### config.mk
export PLATFORM = sky130hd
export DESIGN_NAME = lrd_cordic_cell
export DESIGN_NICKNAME = d
export VERILOG_FILES = /design/src/lrd_pkg.sv /design/src/lrd_cordic_cell.sv
export SDC_FILE = /design/constraint.sdc
export NUM_CORES = 1
export LEC_CHECK = 0
export ABC_AREA = 1
export BUFFER_PORTS_ARGS = -buffer_cell sky130_fd_sc_hd__buf_2
export CAP_MARGIN = 20
export CORE_AREA = 2 2 271 206
export CTS_CLUSTER_SIZE = 16
export DETAILED_ROUTE_END_ITERATION = 6
export DIE_AREA = 0 0 273 208
export GPL_ROUTABILITY_DRIVEN = 0
export HOLD_SLACK_MARGIN = 0.03
export PLACE_DENSITY_LB_ADDON = 0.15
export SLEW_MARGIN = 5
export SYNTH_ARGS = -nofsm -noshare
export SYNTH_HDL_FRONTEND = slang
export SYNTH_SLANG_ARGS = --single-unit
### constraint.sdc
create_clock -name clk -period 5.8 [get_ports clk]
set_clock_uncertainty 0.2 [all_clocks]
set_input_delay 0 -clock clk [delete_from_list [all_inputs] [get_ports clk]]
set_output_delay 0 -clock clk [all_outputs]
set_load 0.005 [all_outputs]
### src/lrd_pkg.sv
// lrd_pkg: shared constants, types and tables of the lidar ray direction unit
// used by the division cell, the cordic cell, the top level and the checker
`timescale 1ns / 1ps

package lrd_pkg;

  // limits of the scan configuration
  localparam int MAX_AZIMUTH_STEPS = 4096;
  localparam int CHANNELS          = 16;

  // port widths
  localparam int AZ_INDEX_W  = 12;
  localparam int CH_INDEX_W  = 4;
  localparam int STEPS_W     = 13;
  localparam int CHAN_CNT_W  = 5;
  localparam int CFG_INDEX_W = 3;
  localparam int CFG_DATA_W  = 64;
  localparam int DIR_W       = 16;
  localparam int ERR_W       = 2;
  localparam int ELEV_W      = 16;
  localparam int ELEV_REGS   = 4;

  // register indexes of the configuration port
  localparam logic [CFG_INDEX_W-1:0] REG_AZIMUTH_STEPS = 3'd0;
  localparam logic [CFG_INDEX_W-1:0] REG_CHANNEL_COUNT = 3'd1;
  localparam logic [CFG_INDEX_W-1:0] REG_ELEV_ANGLES_0 = 3'd2;
  localparam logic [CFG_INDEX_W-1:0] REG_ELEV_ANGLES_1 = 3'd3;
  localparam logic [CFG_INDEX_W-1:0] REG_ELEV_ANGLES_2 = 3'd4;
  localparam logic [CFG_INDEX_W-1:0] REG_ELEV_ANGLES_3 = 3'd5;

  // reset values of the configuration
  localparam logic [STEPS_W-1:0]    AZIMUTH_STEPS_RST = 13'd1024;
  localparam logic [CHAN_CNT_W-1:0] CHANNEL_COUNT_RST = 5'd16;

  // azimuth divider: remainder as wide as the divisor, one quotient bit per cell
  localparam int DIV_W      = STEPS_W;
  localparam int QUOT_W     = 23;
  localparam int DIVIDEND_W = 35;
  localparam int DIV_STEPS  = QUOT_W;
  localparam logic [QUOT_W-1:0] TWO_PI_STEP = 23'd6588398;

  // angles in signed q.20 radians
  localparam int ANGLE_W = 24;
  localparam logic signed [ANGLE_W-1:0] PI_Q20      = 24'sd3294199;
  localparam logic signed [ANGLE_W-1:0] HALF_PI_Q20 = 24'sd1647099;
  localparam logic signed [ANGLE_W-1:0] TWO_PI_Q20  = 24'sd6588398;
  localparam int ELEV_SHIFT = 7;

  // cordic rotation chain on signed q.30 values
  localparam int CORDIC_W     = 32;
  localparam int CORDIC_STEPS = 20;
  localparam int STEP_W       = 5;
  localparam logic signed [CORDIC_W-1:0] CORDIC_GAIN_Q30 = 32'sd652032875;

  localparam logic signed [ANGLE_W-1:0] ATAN_Q20 [CORDIC_STEPS] = '{
    24'sd823550, 24'sd486170, 24'sd256879, 24'sd130396, 24'sd65451,
    24'sd32757,  24'sd16383,  24'sd8192,   24'sd4096,   24'sd2048,
    24'sd1024,   24'sd512,    24'sd256,    24'sd128,    24'sd64,
    24'sd32,     24'sd16,     24'sd8,      24'sd4,      24'sd2
  };

  // output scaling
  localparam int PROD_W     = 2 * CORDIC_W;
  localparam int XY_SHIFT   = 45;
  localparam int Z_SHIFT    = 15;
  localparam int RND_W      = PROD_W - XY_SHIFT;

  // request to result, in cycles
  localparam int LATENCY = DIV_STEPS + CORDIC_STEPS + 8;

  typedef enum logic [ERR_W-1:0] {
    ERR_NONE    = 2'd0,
    ERR_AZIMUTH = 2'd1,
    ERR_CHANNEL = 2'd2
  } err_t;

  // one slot of the divider chain
  typedef struct packed {
    logic              valid;
    err_t              err;
    logic [ELEV_W-1:0] el_raw;
    logic [DIV_W-1:0]  rem;
    logic [QUOT_W-1:0] word;
  } div_stage_t;

  // one rotation in flight
  typedef struct packed {
    logic signed [CORDIC_W-1:0] x;
    logic signed [CORDIC_W-1:0] y;
    logic signed [ANGLE_W-1:0]  a;
    logic                       neg;
  } rot_t;

  // one slot of the cordic chain, azimuth and elevation side by side
  typedef struct packed {
    logic valid;
    err_t err;
    rot_t az;
    rot_t el;
  } cordic_stage_t;

endpackage

### src/lrd_cordic_cell.sv
// lrd_cordic_cell: one cordic rotation step for both azimuth and elevation
// depends on lrd_pkg (rotation types and arctangent table)
`timescale 1ns / 1ps

module lrd_cordic_cell (
  input  logic                          clk,
  input  logic                          rst,
  input  logic [lrd_pkg::STEP_W-1:0]    step,
  input  lrd_pkg::cordic_stage_t        din,
  output lrd_pkg::cordic_stage_t        dout
);

  lrd_pkg::cordic_stage_t dout_next;

  // rotate toward zero residual angle by atan(2^-i)
  function automatic lrd_pkg::rot_t rotate(input lrd_pkg::rot_t r,
                                           input logic [lrd_pkg::STEP_W-1:0] i);
    lrd_pkg::rot_t                       o;
    logic signed [lrd_pkg::CORDIC_W-1:0] xs;
    logic signed [lrd_pkg::CORDIC_W-1:0] ys;
    logic signed [lrd_pkg::ANGLE_W-1:0]  ang;
    xs    = r.x;
    ys    = r.y;
    ang   = lrd_pkg::ATAN_Q20[i];
    o     = r;
    if (!r.a[lrd_pkg::ANGLE_W-1]) begin
      o.x = xs - (ys >>> i);
      o.y = ys + (xs >>> i);
      o.a = r.a - ang;
    end else begin
      o.x = xs + (ys >>> i);
      o.y = ys - (xs >>> i);
      o.a = r.a + ang;
    end
    return o;
  endfunction

  always_comb begin
    dout_next    = din;
    dout_next.az = rotate(din.az, step);
    dout_next.el = rotate(din.el, step);
  end

  // hand the slot on to the next cell
  always_ff @(posedge clk) begin
    dout <= dout_next;
    if (rst) begin
      dout.valid <= 1'b0;
    end
  end

endmodule

# Yosys cells after proc, flatten, opt, wreduce, memory -nomap -nowiden
# Memory sizes are Yosys's and may differ from the RTL's.
# Index checks and enable logic that the tools add are counted.
[totals]
regBits = 181
rom_bits = 768
wordCells = 33
n_memories = 1
[memory_table]
columns = ["name", "depth", "width", "read_ports", "rd_ports_with_merged_regs", "wr", "line_no", "rtl"]
rows = [
  ["(no name shown)", 32, 24, 1, 0, 0, "lrd_cordic_cell.sv:24", "ang = lrd_pkg::ATAN_Q20[i];"],
]
[classes]
addsub = 12
magnitude_cmp = 1
shift = 4
n_mux = 4
bitwise = 1
[op_table]
columns = ["op", "count"]
rows = [
  ["88-bit 2-to-1 mux", 2],
  ["32-bit adder", 4],
  ["32-bit by 5-bit >>> shifter with 32-bit output", 4],
  ["32-bit subtractor", 4],
  ["24-bit adder", 2],
  ["24-bit 2-to-1 mux", 2],
  ["24-bit subtractor", 2],
  ["6-bit >= comparator, second input constant", 1],
  ["5-bit inverter with 6-bit output", 1],
]

# Logic depth before layout (Yosys ltp)
[logic_depth]
word_depth = 6
mapped_depth = 37

# Worst setup path after synthesis
# No wires, ideal clock.
[synth_path]
path_kind = "in2reg"
from = "input step[1] in the netlist's numbering"
to = "register dout[22] in the netlist's numbering"
setup_time_ns = 0.125
arrival_ns = 3.677
t_required_ns = 5.475
path_slack_ns = 1.798
stages = 31
cell_sequence = "buf_4 -> inv_2 -> buf_6 -> buf_2 -> ha_1 -> inv_1 -> nand3_1 -> nand2_1 -> o22ai_1 -> inv_1 -> ha_1 -> inv_1 -> or2_2 -> nor2_1 -> nand3_1 -> inv_1 -> nand2_1 -> inv_1 -> nand2_1 -> xor2_1 -> nand2_1 -> o21ai_0 -> ha_1 -> nand2_1 -> nor4_1 -> nand4_1 -> nand3_1 -> nand3_1 -> nand2_1 -> a31oi_1 -> xor2_1"
[synth_rtl]
columns = ["element", "line_no", "rtl"]
rows = [
  ["start: declaration", "lrd_cordic_cell.sv:8", "input logic [lrd_pkg::STEP_W-1:0] step,"],
  ["end signal: assignment", "lrd_cordic_cell.sv:46", "dout <= dout_next;"],
  ["end: declaration", "lrd_cordic_cell.sv:10", "output lrd_pkg::cordic_stage_t dout"],
]

==> impl_metrics.py <==
metrics = {
    "status": {
        "status": "complete, no violations",
    },
    "timing": {
        "slew-limit-headroom": 0.356,
        "fmax_mhz": 188,
        "hold_viol": 0,
        "min_period_over_period": 0.916,
        "timing.hold.ws_ps": 81.3,
        "rsz0062_at_grt": "no",
        "fin_crit_ps": 5310,
        "finalMaxSlewViolations": 0,
        "worst_slew_pin_slew_ps": 963,
        "final.setup.tns_ps": 0,
        "setup_viol": 0,
    },
    "global_routing": {
        "gr-total-overflow": 0,
        "grt_pass1_vias": 27200,
        "grt_max_degree": 138,
        "grt_usage": 0.332,
        "grt_pass1_wl_um": 150000,
        "antenna_found_initial": 1,
    },
    "cells_and_area": {
        "diodes": 0,
        "final_cell_mix": "nand2_1, nand3_1, buf_2, inv_1, nor2_1",
        "fillers": 5647,
        "multi_input_area_um2": 18500,
        "postLayoutCoreUtil": 0.551,
        "final_common_cell": "nand2_1",
        "largest_reg_flops": 181,
        "seqCellArea_um2": 3620,
        "final_cells": 5478,
        "syn2layout_area_growth_pct": 22.8,
        "nNetsFinal": 5132,
        "drive_above_1_share": 0.108,
        "top_regs": "dout (181)",
        "top_register": "dout",
    },
    "yosys": {
        "avgSynthCellArea_um2": 5.74,
        "synthArstFlopShare": 0,
        "syn-cell-area_um2": 24200,
        "ys_types": 48,
        "yosysSeqAreaShare": 0.150,
        "synth_nets": 4610,
        "synth-seq-cells": 181,
        "synth_ff_type": "dfxtp_1",
        "synth_warnings": 0,
        "synth_edf_count": 0,
        "postSynthCellCount": 4221,
    },
    "route": {
        "post_drt_via_cell_ratio": 5.54,
        "drc_errors": 0,
        "wirelength_um": 97300,
        "drtIter0Drc": 3698,
        "ant_nets": 0,
        "vias": 30400,
        "firstDrtPassIters": 7,
        "drt-wirelength-per-cell_um": 17.8,
    },
    "worst_setup_path": {
        "slowest_stage": "dlygate4sd3_1",
        "critical_path_peak_fanout": 57,
        "critical_path.startpoint_type": "primary input",
        "crit_required_ps": 6060,
        "cp-end-kind": "flop",
        "arrival_ps": 5580,
        "startpoint": "step[1]",
        "max_stage_delay_ps": 570,
        "worst-setup-path-type": "in -> reg",
    },
    "floorplanning": {
        "std_cell_rows": 74,
        "start_util": 0.448,
        "die_y_um": 208,
        "dieArea_um2": 56800,
        "ios": 369,
        "die_width_um": 273,
        "core_area_um2": 54100,
    },
    "hold_path": {
        "hold_path_class": "in -> reg",
        "hp-start": "din[177]",
    },
    "cts": {
        "cts_buffer_depth": 2,
        "cts_tree": "built",
        "cts_sinks": 181,
        "cts_max_level": 4,
        "clkTransAtPathRegs_ps": 90,
        "cts-root-buf": "clkbuf_16",
        "cts_setup_buffers": 0,
        "numCtsBuffers": 17,
    },
    "placed_design": {
        "dp.cells": 5187,
        "port_buffers": 368,
        "dpl.hpwl_um": 76100,
    },
    "job": {
        "maxCapViolations": 0,
    },
    "power_and_ir_drop": {
        "p_leak_nw": 15.6,
        "finalPower_mw": 7.75,
        "vdd_drop_max_mv": 0.206,
        "powerDensity_nw_per_um2": 260,
    },
}
==> worst paths after layout <==
| path | slack [ps] | depth (start not counted) | endpoint |
|---|---|---|---|
| setup / recovery | 490 | 29 | dout[23]$_DFF_P_ |
| hold / removal | 80 | 6 | dout[145]$_DFF_P_ |
==> Yosys cell counts, types with 2 or more instances <==
library cell	instances	area share
a211oi_1	9	0.0028
a21boi_0	11	0.0034
a21o_1	11	0.0034
a21oi_1	215	0.044
a21oi_2	3	0.0011
a221oi_1	8	0.0029
a31oi_1	20	0.0052
and3_1	3	0.00077
buf_1	21	0.0033
buf_2	53	0.011
buf_4	14	0.0043
buf_6	14	0.0065
clkbuf_1	54	0.0084
clkinv_1	3	0.00046
dfxtp_1	181	0.15
fa_1	6	0.0050
ha_1	195	0.10
inv_1	323	0.050
inv_2	25	0.0039
nand2_1	1462	0.23
nand2_2	16	0.0041
nand3_1	663	0.14
nand3_2	2	0.00083
nand3b_1	8	0.0025
nand4_1	25	0.0065
nor2_1	278	0.043
nor2_2	14	0.0036
nor2_4	5	0.0023
nor3_1	42	0.0087
nor3_2	4	0.0017
nor4_1	15	0.0039
o211ai_1	12	0.0037
o21a_1	26	0.0081
o21ai_0	188	0.039
o21ai_1	16	0.0033
o21bai_1	10	0.0031
o22ai_1	2	0.00052
o31ai_1	2	0.00062
or2_2	3	0.00077
xnor2_1	72	0.026
xor2_1	180	0.065
==> metal layers <==
metal / up-vias / share of wire / track usage
li1: 14900 / - / -
met1: 13700 / 0.47 / 0.498
met2: 1582 / 0.40 / 0.475
met3: 168 / 0.10 / 0.0617
met4: 2 / 0.026 / 0.0933
met5: - / 0.00013 / 0
==> worst max-delay path: cells and delay by family <==
family / cells / cell delay, ps
adders and majority gates: 3 / 820
buffers and inverters: 9 / 1740
and+or+nand+nor: 13 / 2100
AOI/OAI and AO/OA: 3 / 650
xor gates and xnor gates: 1 / 160
==> power breakdown <==
part | switching (mW) | internal (mW)
logic | 2.68 | 1.84
clock network | 0.653 | 0.667
registers | 0.139 | 1.77
==> per-stage QoR <==
step | worst slack [ps] | area [um2]
finish | 486 | 29800
CTS | 529 | 29800
detailed placement | 430 | 26500
global placement | 442 | 26500
global route | 1.40 | 29800
floorplan | 1800 | 24200
==> cells by family after synthesis <==
logic type / Yosys count / synth area share
simple gates: 2544 / 0.444
fa+ha+maj: 201 / 0.106
compound gates: 535 / 0.122
buf+inv: 508 / 0.0880
xor+xnor: 252 / 0.0911
flops: 181 / 0.150
==> cell type report <==
cell class | instances | area share
repair buffers | 659 | 0.160
multi-input cells | 3532 | 0.621
inverters | 352 | 0.0446
clock buffers | 17 | 0.0143
well taps | 722 | 0.0303
clock inverters | 15 | 0.00736
flip-flops and latches | 181 | 0.122
==> what timing repair did <==
item	4_1_cts	5_1_grt
endpoints found under the setup margin	0	2
endpoints found under the hold margin	181	0
hold buffers	259	0
resized for setup	0	1
Note: power is estimated with default switching activity, not from simulation.
