`src/lrd_pkg.sv`:
```
// lrd_pkg: shared constants, types and tables of the lidar ray direction unit
// used by the division cell, the cordic cell, the top level and the checker
`timescale 1ns / 1ps

package lrd_pkg;

  // limits of the scan configuration
  localparam int MAX_AZIMUTH_STEPS = 4096;
  localparam int CHANNELS          = 16;

  // port widths
  localparam int AZ_INDEX_W  = 12;
  localparam int CH_INDEX_W  = 4;
  localparam int STEPS_W     = 13;
  localparam int CHAN_CNT_W  = 5;
  localparam int CFG_INDEX_W = 3;
  localparam int CFG_DATA_W  = 64;
  localparam int DIR_W       = 16;
  localparam int ERR_W       = 2;
  localparam int ELEV_W      = 16;
  localparam int ELEV_REGS   = 4;

  // register indexes of the configuration port
  localparam logic [CFG_INDEX_W-1:0] REG_AZIMUTH_STEPS = 3'd0;
  localparam logic [CFG_INDEX_W-1:0] REG_CHANNEL_COUNT = 3'd1;
  localparam logic [CFG_INDEX_W-1:0] REG_ELEV_ANGLES_0 = 3'd2;
  localparam logic [CFG_INDEX_W-1:0] REG_ELEV_ANGLES_1 = 3'd3;
  localparam logic [CFG_INDEX_W-1:0] REG_ELEV_ANGLES_2 = 3'd4;
  localparam logic [CFG_INDEX_W-1:0] REG_ELEV_ANGLES_3 = 3'd5;

  // reset values of the configuration
  localparam logic [STEPS_W-1:0]    AZIMUTH_STEPS_RST = 13'd1024;
  localparam logic [CHAN_CNT_W-1:0] CHANNEL_COUNT_RST = 5'd16;

  // azimuth divider: remainder as wide as the divisor, one quotient bit per cell
  localparam int DIV_W      = STEPS_W;
  localparam int QUOT_W     = 23;
  localparam int DIVIDEND_W = 35;
  localparam int DIV_STEPS  = QUOT_W;
  localparam logic [QUOT_W-1:0] TWO_PI_STEP = 23'd6588398;

  // angles in signed q.20 radians
  localparam int ANGLE_W = 24;
  localparam logic signed [ANGLE_W-1:0] PI_Q20      = 24'sd3294199;
  localparam logic signed [ANGLE_W-1:0] HALF_PI_Q20 = 24'sd1647099;
  localparam logic signed [ANGLE_W-1:0] TWO_PI_Q20  = 24'sd6588398;
  localparam int ELEV_SHIFT = 7;

  // cordic rotation chain on signed q.30 values
  localparam int CORDIC_W     = 32;
  localparam int CORDIC_STEPS = 20;
  localparam int STEP_W       = 5;
  localparam logic signed [CORDIC_W-1:0] CORDIC_GAIN_Q30 = 32'sd652032875;

  localparam logic signed [ANGLE_W-1:0] ATAN_Q20 [CORDIC_STEPS] = '{
    24'sd823550, 24'sd486170, 24'sd256879, 24'sd130396, 24'sd65451,
    24'sd32757,  24'sd16383,  24'sd8192,   24'sd4096,   24'sd2048,
    24'sd1024,   24'sd512,    24'sd256,    24'sd128,    24'sd64,
    24'sd32,     24'sd16,     24'sd8,      24'sd4,      24'sd2
  };

  // output scaling
  localparam int PROD_W     = 2 * CORDIC_W;
  localparam int XY_SHIFT   = 45;
  localparam int Z_SHIFT    = 15;
  localparam int RND_W      = PROD_W - XY_SHIFT;

  // request to result, in cycles
  localparam int LATENCY = DIV_STEPS + CORDIC_STEPS + 8;

  typedef enum logic [ERR_W-1:0] {
    ERR_NONE    = 2'd0,
    ERR_AZIMUTH = 2'd1,
    ERR_CHANNEL = 2'd2
  } err_t;

  // one slot of the divider chain
  typedef struct packed {
    logic              valid;
    err_t              err;
    logic [ELEV_W-1:0] el_raw;
    logic [DIV_W-1:0]  rem;
    logic [QUOT_W-1:0] word;
  } div_stage_t;

  // one rotation in flight
  typedef struct packed {
    logic signed [CORDIC_W-1:0] x;
    logic signed [CORDIC_W-1:0] y;
    logic signed [ANGLE_W-1:0]  a;
    logic                       neg;
  } rot_t;

  // one slot of the cordic chain, azimuth and elevation side by side
  typedef struct packed {
    logic valid;
    err_t err;
    rot_t az;
    rot_t el;
  } cordic_stage_t;

endpackage

```
`src/lrd_div_cell.sv`:
```
// lrd_div_cell: one restoring division step of the azimuth divider chain
// depends on lrd_pkg
`timescale 1ns / 1ps

module lrd_div_cell (
  input  logic                          clk,
  input  logic                          rst,
  input  logic [lrd_pkg::DIV_W-1:0]     divisor,
  input  lrd_pkg::div_stage_t           din,
  output lrd_pkg::div_stage_t           dout
);

  logic [lrd_pkg::DIV_W:0]   rem_shift;
  logic [lrd_pkg::DIV_W:0]   rem_diff;
  logic                      fits;
  lrd_pkg::div_stage_t       dout_next;

  // bring down the next dividend bit and try the subtraction
  always_comb begin
    rem_shift = {din.rem, din.word[lrd_pkg::QUOT_W-1]};
    rem_diff  = rem_shift - {1'b0, divisor};
    fits      = (rem_shift >= {1'b0, divisor});
    dout_next = din;
    dout_next.rem  = fits ? rem_diff[lrd_pkg::DIV_W-1:0] : rem_shift[lrd_pkg::DIV_W-1:0];
    dout_next.word = {din.word[lrd_pkg::QUOT_W-2:0], fits};
  end

  // hand the slot on to the next cell
  always_ff @(posedge clk) begin
    dout <= dout_next;
    if (rst) begin
      dout.valid <= 1'b0;
    end
  end

endmodule

```
`config.mk`:
```
export PLATFORM = sky130hd
export DESIGN_NAME = lrd_div_cell
export DESIGN_NICKNAME = d
export VERILOG_FILES = /design/src/lrd_pkg.sv /design/src/lrd_div_cell.sv
export SDC_FILE = /design/constraint.sdc
export NUM_CORES = 1
export LEC_CHECK = 0
export ABC_CLOCK_PERIOD_IN_PS = 3100
export BUFFER_PORTS_ARGS = -buffer_cell sky130_fd_sc_hd__buf_2
export CORE_MARGIN = 5
export CORE_UTILIZATION = 45
export CTS_CLUSTER_SIZE = 12
export DETAILED_ROUTE_END_ITERATION = 7
export PLACE_DENSITY = 0.94
export SYNTH_ARGS = -nofsm -noshare
export SYNTH_HDL_FRONTEND = slang
export SYNTH_SLANG_ARGS = --single-unit
```
`constraint.sdc`:
```
create_clock -name clk -period 3.1 [get_ports clk]
set_input_delay 0.155 -clock clk [delete_from_list [all_inputs] [get_ports clk]]
set_output_delay 0.155 -clock clk [all_outputs]
set_load 0.02 [all_outputs]
```
# Word-level counts from Yosys, hierarchy flattened
# Index checks and enable logic that the tools add are counted.
# Widths: inputs -> output; s select.
# op_classes
muxes,1
add_sub_neg,1
n_lt_le_gt_ge,1
# ops
op,n
$ge 14x13->1,1
$mux 13,1
$sub 13x13->13,1
# word_totals
input_bits,70
ff_bits,55
output_inout_bits,55

# Logic depth before layout (Yosys ltp)
# Gate-level depths: netlist of the first run.
# logic_depth
depth_word,2
mapped_depth,10
depth_no_buf,9

# Least setup slack after synthesis of the first run
# OpenSTA, ideal clock, no wires.
# synth_path
kind,input to register
start,in din[22] (netlist bit)
end,reg dout[28] (netlist bit)
setup_time_ns,0.121
arrival_ns,2.000
t_required_ns,2.979
stages,10
slack_ns,0.978
path_cell_list,inv_1 -> ha_1 -> fa_1 -> nand2b_1 -> a21oi_2 -> o21ai_2 -> a211oi_2 -> o32a_2 -> buf_12 -> mux2_4
# synth_lines
item,line,source
"start, declared",lrd_div_cell.sv:9,"input lrd_pkg::div_stage_t din,"
"end signal, assigned",lrd_div_cell.sv:30,dout <= dout_next;
"end, declared",lrd_div_cell.sv:10,output lrd_pkg::div_stage_t dout

==> summary.md, run 1 <==
| Metric | Value |
|---|---|
| Pre-CTS WS | `between 600 and 700 ps` |
| Mux contribution to synthesized area | `0.0870` |
| Worst hold-check path type | `primary input to flip-flop` |
| Critical Path RT | `3300 ps` |
| Antenna violations before repair | `0` |
| Die area | `0.00577 mm2` |
| Wire length per cell | `20.1 um` |
| Synth Register Bits | `55` |
| Total number of yosys warnings | `0` |
| Status | `finished clean` |
| ANT nets after route | `0` |
| GR Overflow Total | `0` |
| Largest cells by area after synthesis | `dfxtp_1, ha_1, mux2_4` |
| Max Cap Violations | `0` |
| Top Registers | `dout (55)` |
| Postcts setup bufs | `0` |
| Num rows | `24` |
| Net Count, Synth | `~250` |
| Ys async rst share | `0` |
| Area Overhead vs Synth | `60.5%` |
| Layout cells sized above 1 | `0.439` |
| Root Buffer | `clkbuf_8` |
| Die X | `about 76 um` |
| Cell taking the most area after synthesis | `dfxtp_1` |
| Crit Path Max Fanout | `14` |
| # nets final | `around 420` |
| Post-cts resize count | `0` |
| Endpoint class of the critical path | `flip-flop` |
| Max incr delay on CP | `450 ps` |
| Final setup violation count | `0` |
| Crit path launch type | `primary input` |
| Die span in y | `75.9 um` |
| Vias in the first global route | `2104` |
| Number of flops mapped to enable cells by yosys | `0` |
| Max Freq | `between 0.4 and 0.5 GHz` |
| First DRT Iteration DRCs | `~140` |
| All-Layer GR Usage | `0.276` |
| Biggest register | `dout` |
| Post-route clock period utilization | `0.698` |
| Max-slew headroom | `0.712` |
| Via count | `approximately 2.0k` |
| Critical-path top delay cell | `o32a_2` |
| Simple-Gate Fraction of Synth Area | `0.0876` |
| Critical path arrival | `2370 ps` |
| RSZ-0062 raised after global routing | `no` |
| CTS buffer count | `5` |
| Iteration count of the initial detailed-routing pass | `4` |
| WP buf/inv | `2` |
| Cells after synthesis | `between 150 and 200` |
| VDD IR-drop max | `approximately 220 uV` |
| Clock transition at the registers of the reported paths | `approximately 100 ps` |
| Fin crit period | `between 2000 and 2500 ps` |
| XOR/XNOR Fraction of Synth Area | `0.0403` |
| DP Area | `around 0.0026 mm2` |
| Cell with the most instances after synthesis | `dfxtp_1` |
| Post-synthesis cell area | `0.00196 mm2` |
| CTS tree | `built` |
| Largest family of logic cells by synthesized area | `adder cells` |
| Slew Limit Fails | `0` |
| First-pass GRT wire length | `about 13 mm` |
| Remaining DRCs | `0` |
| Core Region | `approximately 0.0043 mm2` |
| Final wirelength | `roughly 7.8 mm` |
| Netlist cell types | `40` |
| PortBufs | `approximately 120` |
| Post-synthesis adder-cell area fraction | `0.0934` |
| Fin area | `0.00314 mm2` |
| Number of flip-flops under the largest register name | `55` |
| H-tree depth reported by CTS | `2` |
| Critical path type | `primary input to flip-flop` |
| Num ports | `roughly 130` |
| Hold Buf Count CTS | `a little over 40` |
| Setup TNS | `0 ps` |
| Register area share after synthesis | `0.563` |
| Largest net degree at the start of global routing | `17` |
| Vias per cell | `~5.1` |
| Worst-Margin Slew | `433 ps` |
| Final setup margin | `between 900 and 1000 ps` |
| Post-DP HPWL | `4.31 mm` |
| Hold Vio Cnt, Final | `0` |
| Leakage dissipation | `1.61 nW` |
| Initial core utilization | `0.456` |
| Share of the synthesized area in the top cell type | `0.563` |
| Compound-Gate Fraction of Synth Area | `0.0902` |
| Ys flop type | `dfxtp_1` |
| Final Non-Filler Cells | `between 300 and 400` |
| Gpl congestion | `approximately 0.78` |
| Cell Pwr Density | `between 500 and 600 mW/mm2` |
| CTS sink count | `between 50 and 60` |
| Inst Count DP | `approximately 340` |
| CP top delay family | `compound AO/OA/AOI/OAI gates` |
| Clk buf depth | `2` |
| Post-synth top cells | `dfxtp_1, inv_1, ha_1` |
| Worst path cell trace | `buf_2, inv_1, ha_1, fa_1, nand2b_1, a21oi_2, o21ai_2, a211oi_2, o32a_2, mux2_2` |
| Synth Area per Inst | `11.9 um2` |
==> power breakdown <==
| part | switching, mW | internal (mW) | total (mW) |
|---|---|---|---|
| Sequential | 0.0235 | 0.773 | 0.797 |
| Clock | 0.240 | 0.237 | 0.477 |
| Combinational | 0.249 | 0.209 | 0.458 |
| Total | 0.512 | 1.22 | 1.73 |
==> cell families (layout without fill, tap and decap cells) <==
logic type	Yosys count	count (layout)
and+or+nand+nor	31	31
muxes	13	13
DFF	55	55
AOI/OAI and AO/OA	26	26
buffers and inverters	16	187
adders and majority gates	14	14
xor gates and xnor gates	9	9
other	0	1
==> per-layer routing <==
| metal | routed length, um | GRT usage | vias up | part of all wire |
|---|---|---|---|---|
| met5 | 0 | 0 | - | 0 |
| met4 | 212 | 0.107 | 0 | 0.027 |
| met3 | 645 | 0.0853 | 20 | 0.083 |
| met2 | 3830 | 0.461 | 122 | 0.49 |
| met1 | 3100 | 0.328 | 922 | 0.40 |
| li1 | - | - | 898 | - |
==> cell usage in the layout, fill, tap and decap left out, types with 2 or more instances in the layout <==
cell type	instances
nor2b_1	3
clkbuf_8	5
dfxtp_1	55
xnor2_1	4
inv_1	15
xor2_1	5
o21ai_0	4
ha_1	13
a21o_1	2
mux2_4	7
nand2_1	4
nor3_1	2
dlygate4sd3_1	41
nand2b_1	3
buf_2	124
nor2_1	8
mux2_2	3
mux2i_1	2
nand3_1	2
a21oi_1	8
a211oi_1	2
==> final timing paths <==
| check | slack, ps | endpoint | startpoint | cells after the start |
|---|---|---|---|---|
| max | 940 | dout[35] | din[22] | 10 |
| min | 70 | dout[54] | din[54] | 2 |
==> final cells by class <==
class / instances / area, um2
fillers: 234 / 1150
multi-input cells: 93 / 779
clock buffers: 5 / 68.8
clock inverters: 2 / 37.5
diodes: 1 / 2.50
flip-flops and latches: 55 / 1100
well taps: 52 / 65.1
repair buffers: 165 / 1030
inverters: 15 / 56.3
==> through the flow <==
| stage | util | power [mW] | hold slack [ps] |
|---|---|---|---|
| after detailed placement | 0.611 | 1.20 | 259 |
| after CTS | 0.731 | 1.69 | 70.1 |
| after global routing | 0.731 | 1.80 | 78.5 |
| after global placement | 0.611 | 1.18 | 258 |
| after floorplan | - | 1.06 | 183 |
| final | 0.732 | 1.73 | 71.8 |
Power figures use the tool's default switching activity.
==> inputs of run 2 (changes only) <==
Settings changed: ABC_CLOCK_PERIOD_IN_PS 3100 to 2100, CORE_UTILIZATION 45 to 42, PLACE_DENSITY 0.94 to 0.89.
Clock period 3.1 ns to 2.1 ns, I/O delays scaled along.
==> summary.md, run 2 (same netlist as run 1, synthesis figures left out) <==
| Metric | Value |
|---|---|
| Status | `finished clean` |
| First DRT Iteration DRCs | `71 (-50%)` |
| Final Non-Filler Cells | `391 (+0.77%)` |
| Crit path launch type | `primary input` |
| Max Cap Violations | `0 (unchanged)` |
| Final-layout fill cell count | `301 (+29%)` |
| Multi-input logic area | `779 um2 (unchanged)` |
| PortBufs | `124 (unchanged)` |
| Initial core utilization | `0.440 (-0.0154)` |
| NetSw | `0.723 mW (+41%)` |
| Top Registers | `dout (55)` |
| Fin util | `0.713 (-0.0185)` |
| Crit Path Max Fanout | `6 (-8)` |
| Clk buf depth | `2 (unchanged)` |
| Num ports | `125 (unchanged)` |
| Antenna violations before repair | `0 (unchanged)` |
| Critical path type | `primary input to flip-flop` |
| Worst hold-check path type | `primary input to flip-flop` |
| Postcts setup bufs | `0 (unchanged)` |
| Layout cells sized above 1 | `0.445 (+0.00662)` |
| Hold Crit Depth | `2 (unchanged)` |
| Max Freq | `0.511 GHz` |
| VDD IR-drop max | `337 uV (+51%)` |
| Number of flip-flops under the largest register name | `55 (unchanged)` |
| Post-route clock period utilization | `0.932` |
| Internal Power | `1.81 mW (+48%)` |
| Core Region | `0.00444 mm2 (+3.5%)` |
| Hold worst-path end | `dout[33]` |
| All-Layer GR Usage | `0.233 (-0.0435)` |
| H-tree depth reported by CTS | `2 (unchanged)` |
| Final setup violation count | `0 (unchanged)` |
| CTS tree | `built` |
| Worst-Margin Slew | `395 ps (-37.3 ps)` |
| RSZ-0062 raised after global routing | `no` |
| Antenna diodes | `0 (-1)` |
| Critical Path RT | `2290 ps (-1010 ps)` |
| Critical path arrival | `2150 ps (-220 ps)` |
| Leakage dissipation | `1.62 nW (+1.1%)` |
| Fin crit period | `~2000 ps` |
| Share of power burned in registers | `0.462 (+0.002)` |
| Num rows | `24 (unchanged)` |
| Biggest register | `dout` |
| Largest net degree at the start of global routing | `17 (unchanged)` |
| Max-slew headroom | `0.734 (+0.0221)` |
| Vias in the first global route | `2044 (-2.9%)` |
| Via count | `1862 (-5.1%)` |
| Wire length per cell | `18.5 um (-7.8%)` |
| Die X | `78.3 um (+3.0%)` |
| Iteration count of the initial detailed-routing pass | `4 (unchanged)` |
| Comb pwr share | `0.267 (+0.003)` |
| ANT nets after route | `0 (unchanged)` |
| Hold WS | `45.0 ps (-26.8 ps)` |
| Sequential cell area | `0.00110 mm2 (unchanged)` |
| Setup TNS | `0 ps (unchanged)` |
| # nets final | `423 (+0.95%)` |
| Final wirelength | `7.24 mm (-7.0%)` |
| GR Overflow Total | `0 (unchanged)` |
| CTS sink count | `55 (unchanged)` |
| Clock transition at the registers of the reported paths | `100 ps (about the same)` |
| Clk pwr share | `0.270 (-0.005)` |
| Vias per cell | `4.76 (-5.8%)` |
| Root Buffer | `clkbuf_8` |
| Post-cts resize count | `0 (unchanged)` |
| Endpoint class of the critical path | `flip-flop` |
| Remaining DRCs | `0 (unchanged)` |
| Most common cell after layout, fill and taps aside | `buf_2` |
| CTS buffer count | `5 (unchanged)` |
| Post-DP HPWL | `4.41 mm (+2.3%)` |
| Slew Limit Fails | `0 (unchanged)` |
| Cell Pwr Density | `799 mW/mm2 (+45%)` |
| Hold Vio Cnt, Final | `0 (unchanged)` |
| HP Start | `din[32]` |
| Area Overhead vs Synth | `62.0%` |
| Most frequent cells in the layout | `buf_2, dfxtp_1, dlygate4sd3_1` |
| Inst Count DP | `343 (+1.2%)` |
| First-pass GRT wire length | `10.9 mm (-13%)` |
| Switching share of power | `0.286 (-0.0103)` |
| Gpl congestion | `0.767 (-1.4%)` |
| Die span in y | `78.3 um (+3.0%)` |
| Die area | `0.00612 mm2 (+6.2%)` |
## run 2: cell count changes in the layout (fill, tap and decap cells not counted)
cell | before | now
buf_4 | 0 | 4
diode_2 | 1 | 0
## run 2: critical path, stage by stage
cell      delay (ps)
buf_2             90
inv_1             50
ha_1             210
fa_1             400
nand2b_1         180
a21oi_2          180
o21ai_2           90
a211oi_2         170
o32a_2           180
buf_4            150
mux2_1           340
## run 2: per-layer routing
metal	vias to the layer above	part of all wire	track usage
met5	-	0	0
met4	0	0.023	0.0682
met3	14	0.11	0.0824
met2	103	0.52	0.445
met1	840	0.35	0.236
li1	905	-	-
## run 2: repair_timing
action | CTS | global route
endpoints found under the hold margin | 41 | 0
setup endpoints to repair | 0 | 0
hold buffers | 41 | 0
## run 2: power groups by stage
stage	sequential [mW]	clock [mW]	combinational, mW
3_5_place_dp	1.19	0	0.595
3_3_place_gp	1.19	0	0.579
6_report	1.17	0.685	0.676
2_1_floorplan	1.32	0	0.250
4_1_cts	1.16	0.677	0.659
5_1_grt	1.18	0.734	0.723
## run 2: layout make-up
cell class                      count  area share
Sequential cell                    55       0.347
Timing Repair Buffer              169       0.335
Multi-Input combinational cell     93       0.246
Clock buffer                        5      0.0217
Tap cell                           52      0.0205
Inverter                           15      0.0178
Clock inverter                      2      0.0118
## run 2: worst max-delay path by stage
stage / end / slack [ps] / depth (start not counted) / from
after global placement: dout[35] / -90 / 10 / divisor[0]
after floorplan: dout[28] / 30 / 10 / din[22]
after CTS: dout[32] / 160 / 11 / din[22]
final: dout[27] / 140 / 11 / din[22]
after detailed placement: dout[32] / -160 / 11 / din[22]
after global routing: dout[27] / 20 / 11 / din[22]
## run 2: metrics by stage
| stage | cell area, um2 | total power [mW] | worst slack [ps] |
|---|---|---|---|
| floorplan | 1960 | 1.57 | 28.2 |
| global placement | 2650 | 1.76 | -88.2 |
| detailed placement | 2650 | 1.78 | -158 |
| CTS | 3170 | 2.50 | 159 |
| global route | 3170 | 2.64 | 24.8 |
| finish | 3170 | 2.53 | 143 |
==> inputs of run 3 (changes only) <==
Settings changed: ABC_CLOCK_PERIOD_IN_PS 2100 to 1800, CORE_UTILIZATION 42 to 38, PLACE_DENSITY 0.89 to 0.86.
Clock period 2.1 ns to 1.8 ns, I/O delays scaled along.
==> summary.md, run 3 (same netlist as run 1, synthesis figures left out) <==
| Metric | Value |
|---|---|
| Crit path launch type | `primary input` |
| Number of flip-flops under the largest register name | `55 (unchanged)` |
| Crit path to | `dout[33]` |
| Num ports | `125 (unchanged)` |
| Fin area | `0.00343 mm2 (+8.3%)` |
| Endpoint class of the critical path | `flip-flop` |
| Multi-input logic area | `866 um2 (+11%)` |
| # nets final | `440 (+4.0%)` |
| Layout cells sized above 1 | `0.492 (+0.0461)` |
| Most common cell after layout, fill and taps aside | `buf_2` |
| Cell Pwr Density | `882 mW/mm2 (+10%)` |
| Max Cap Violations | `0 (unchanged)` |
| Root Buffer | `clkbuf_8` |
| Hold WS | `23.0 ps (-22.0 ps)` |
| VDD IR-drop max | `436 uV (+29%)` |
| Vias per cell | `4.44 (-6.8%)` |
| Worst-Margin Slew | `425 ps (+29.6 ps)` |
| Biggest register | `dout` |
| Fin crit period | `between 1500 and 2000 ps` |
| Die area | `0.00668 mm2 (+9.1%)` |
| Initial core utilization | `0.388 (-0.0522)` |
| Max-slew headroom | `0.714 (-0.0199)` |
| Antenna violations before repair | `1 (+1)` |
| Setup crit start | `din[22]` |
| All-Layer GR Usage | `0.198 (-0.0341)` |
| Final-layout fill cell count | `330 (+9.6%)` |
| Clk buf depth | `2 (unchanged)` |
| RSZ-0062 raised after global routing | `yes` |
| Pre-CTS WS | `-402 ps (-244 ps)` |
| Num rows | `26 (+8.3%)` |
| Top Registers | `dout (55)` |
| ANT nets after route | `0 (unchanged)` |
| Final wirelength | `6.83 mm (-5.6%)` |
| Area Overhead vs Synth | `75.4%` |
| CTS buffer count | `5 (unchanged)` |
| Remaining DRCs | `0 (unchanged)` |
| Die X | `81.8 um (+4.5%)` |
| Worst hold-check path type | `primary input to flip-flop` |
| Critical path arrival | `2000 ps (-150 ps)` |
| Core Region | `0.00504 mm2 (+13%)` |
| Inst Count DP | `373 (+8.7%)` |
| Max Freq | `between 0.5 and 0.6 GHz` |
| Clock transition at the registers of the reported paths | `90 ps (about the same)` |
| Die span in y | `81.8 um (+4.5%)` |
| PortBufs | `124 (unchanged)` |
| Iteration count of the initial detailed-routing pass | `6 (+2)` |
| Critical Path RT | `2000 ps (-290 ps)` |
| Power Total | `3.03 mW (+20%)` |
| Final setup violation count | `6 (+6)` |
| Gpl congestion | `0.797 (+4.0%)` |
| GR Overflow Total | `0 (unchanged)` |
| First DRT Iteration DRCs | `60 (-15%)` |
| Crit Path Max Fanout | `6 (unchanged)` |
| Critical path type | `primary input to flip-flop` |
| Hold Vio Cnt, Final | `0 (unchanged)` |
| Most frequent cells in the layout | `buf_2, dfxtp_1, dlygate4sd3_1` |
| Setup TNS | `-9.40 ps (-9.40 ps)` |
| HP Start | `din[54]` |
| H-tree depth reported by CTS | `2 (unchanged)` |
| Failing checks | `setup timing` |
| Largest net degree at the start of global routing | `17 (unchanged)` |
| Status | `finished with violations` |
| Post-DP HPWL | `4.42 mm (+0.27%)` |
| Final setup margin | `-5.19 ps (-148 ps)` |
| Sequential cell area | `0.00110 mm2 (unchanged)` |
| Leakage dissipation | `1.74 nW (+7.4%)` |
| CTS sink count | `55 (unchanged)` |
| Vias in the first global route | `1996 (-2.3%)` |
| First-pass GRT wire length | `9.95 mm (-8.9%)` |
| DP Area | `0.00282 mm2 (+6.3%)` |
| CTS tree | `built` |
| Post-route clock period utilization | `1.00` |
| Wire length per cell | `16.0 um (-14%)` |
| Fin util | `0.681 (-0.0322)` |
| Slew Limit Fails | `0 (unchanged)` |
| Via count | `1895 (+1.8%)` |
| Final Non-Filler Cells | `427 (+9.2%)` |
## run 3: per-layer routing
layer	GRT usage	vias to the layer above	part of all wire
li1	-	942	-
met1	0.225	853	0.40
met2	0.351	89	0.49
met3	0.0603	11	0.092
met4	0.0681	0	0.019
met5	0	-	0
## run 3: power breakdown
group | internal, mW | switching, mW | total [mW]
sequential | 1.33 | 0.0314 | 1.36
clock | 0.407 | 0.382 | 0.789
combinational | 0.440 | 0.437 | 0.878
## run 3: layout make-up
| type | count | area share |
|---|---|---|
| well taps | 70 | 0.0255 |
| clock buffers | 5 | 0.0200 |
| flip-flops and latches | 55 | 0.321 |
| inverters | 15 | 0.0200 |
| clock inverters | 2 | 0.0109 |
| diodes | 1 | 0.000729 |
| repair buffers | 185 | 0.350 |
| multi-input cells | 94 | 0.252 |
## run 3: worst min-delay path by stage
stage / to / cells past startpoint / slack, ps
floorplan: dout[10] / 0 / 120
global placement: dout[10] / 1 / 190
CTS: dout[27] / 2 / 10
global route: dout[25] / 2 / 20
detailed placement: dout[36] / 1 / 190
finish: dout[54] / 2 / 20
## run 3: critical path: stages
cell and delay, ps:
buf_8 90, inv_12 30, ha_4 150, fa_2 340
nand2b_4 160, a21oi_4 140, o21ai_2 80, a211oi_2 300
o32a_4 300, mux2_4 310
## run 3: repair_timing
action                                  CTS  global route
hold buffers                             41             0
cloned                                    1             0
resized for setup                         8             4
endpoints found under the setup margin   13            13
setup buffers                             3             1
endpoints found under the hold margin    41             0
pin swaps                                 2             1
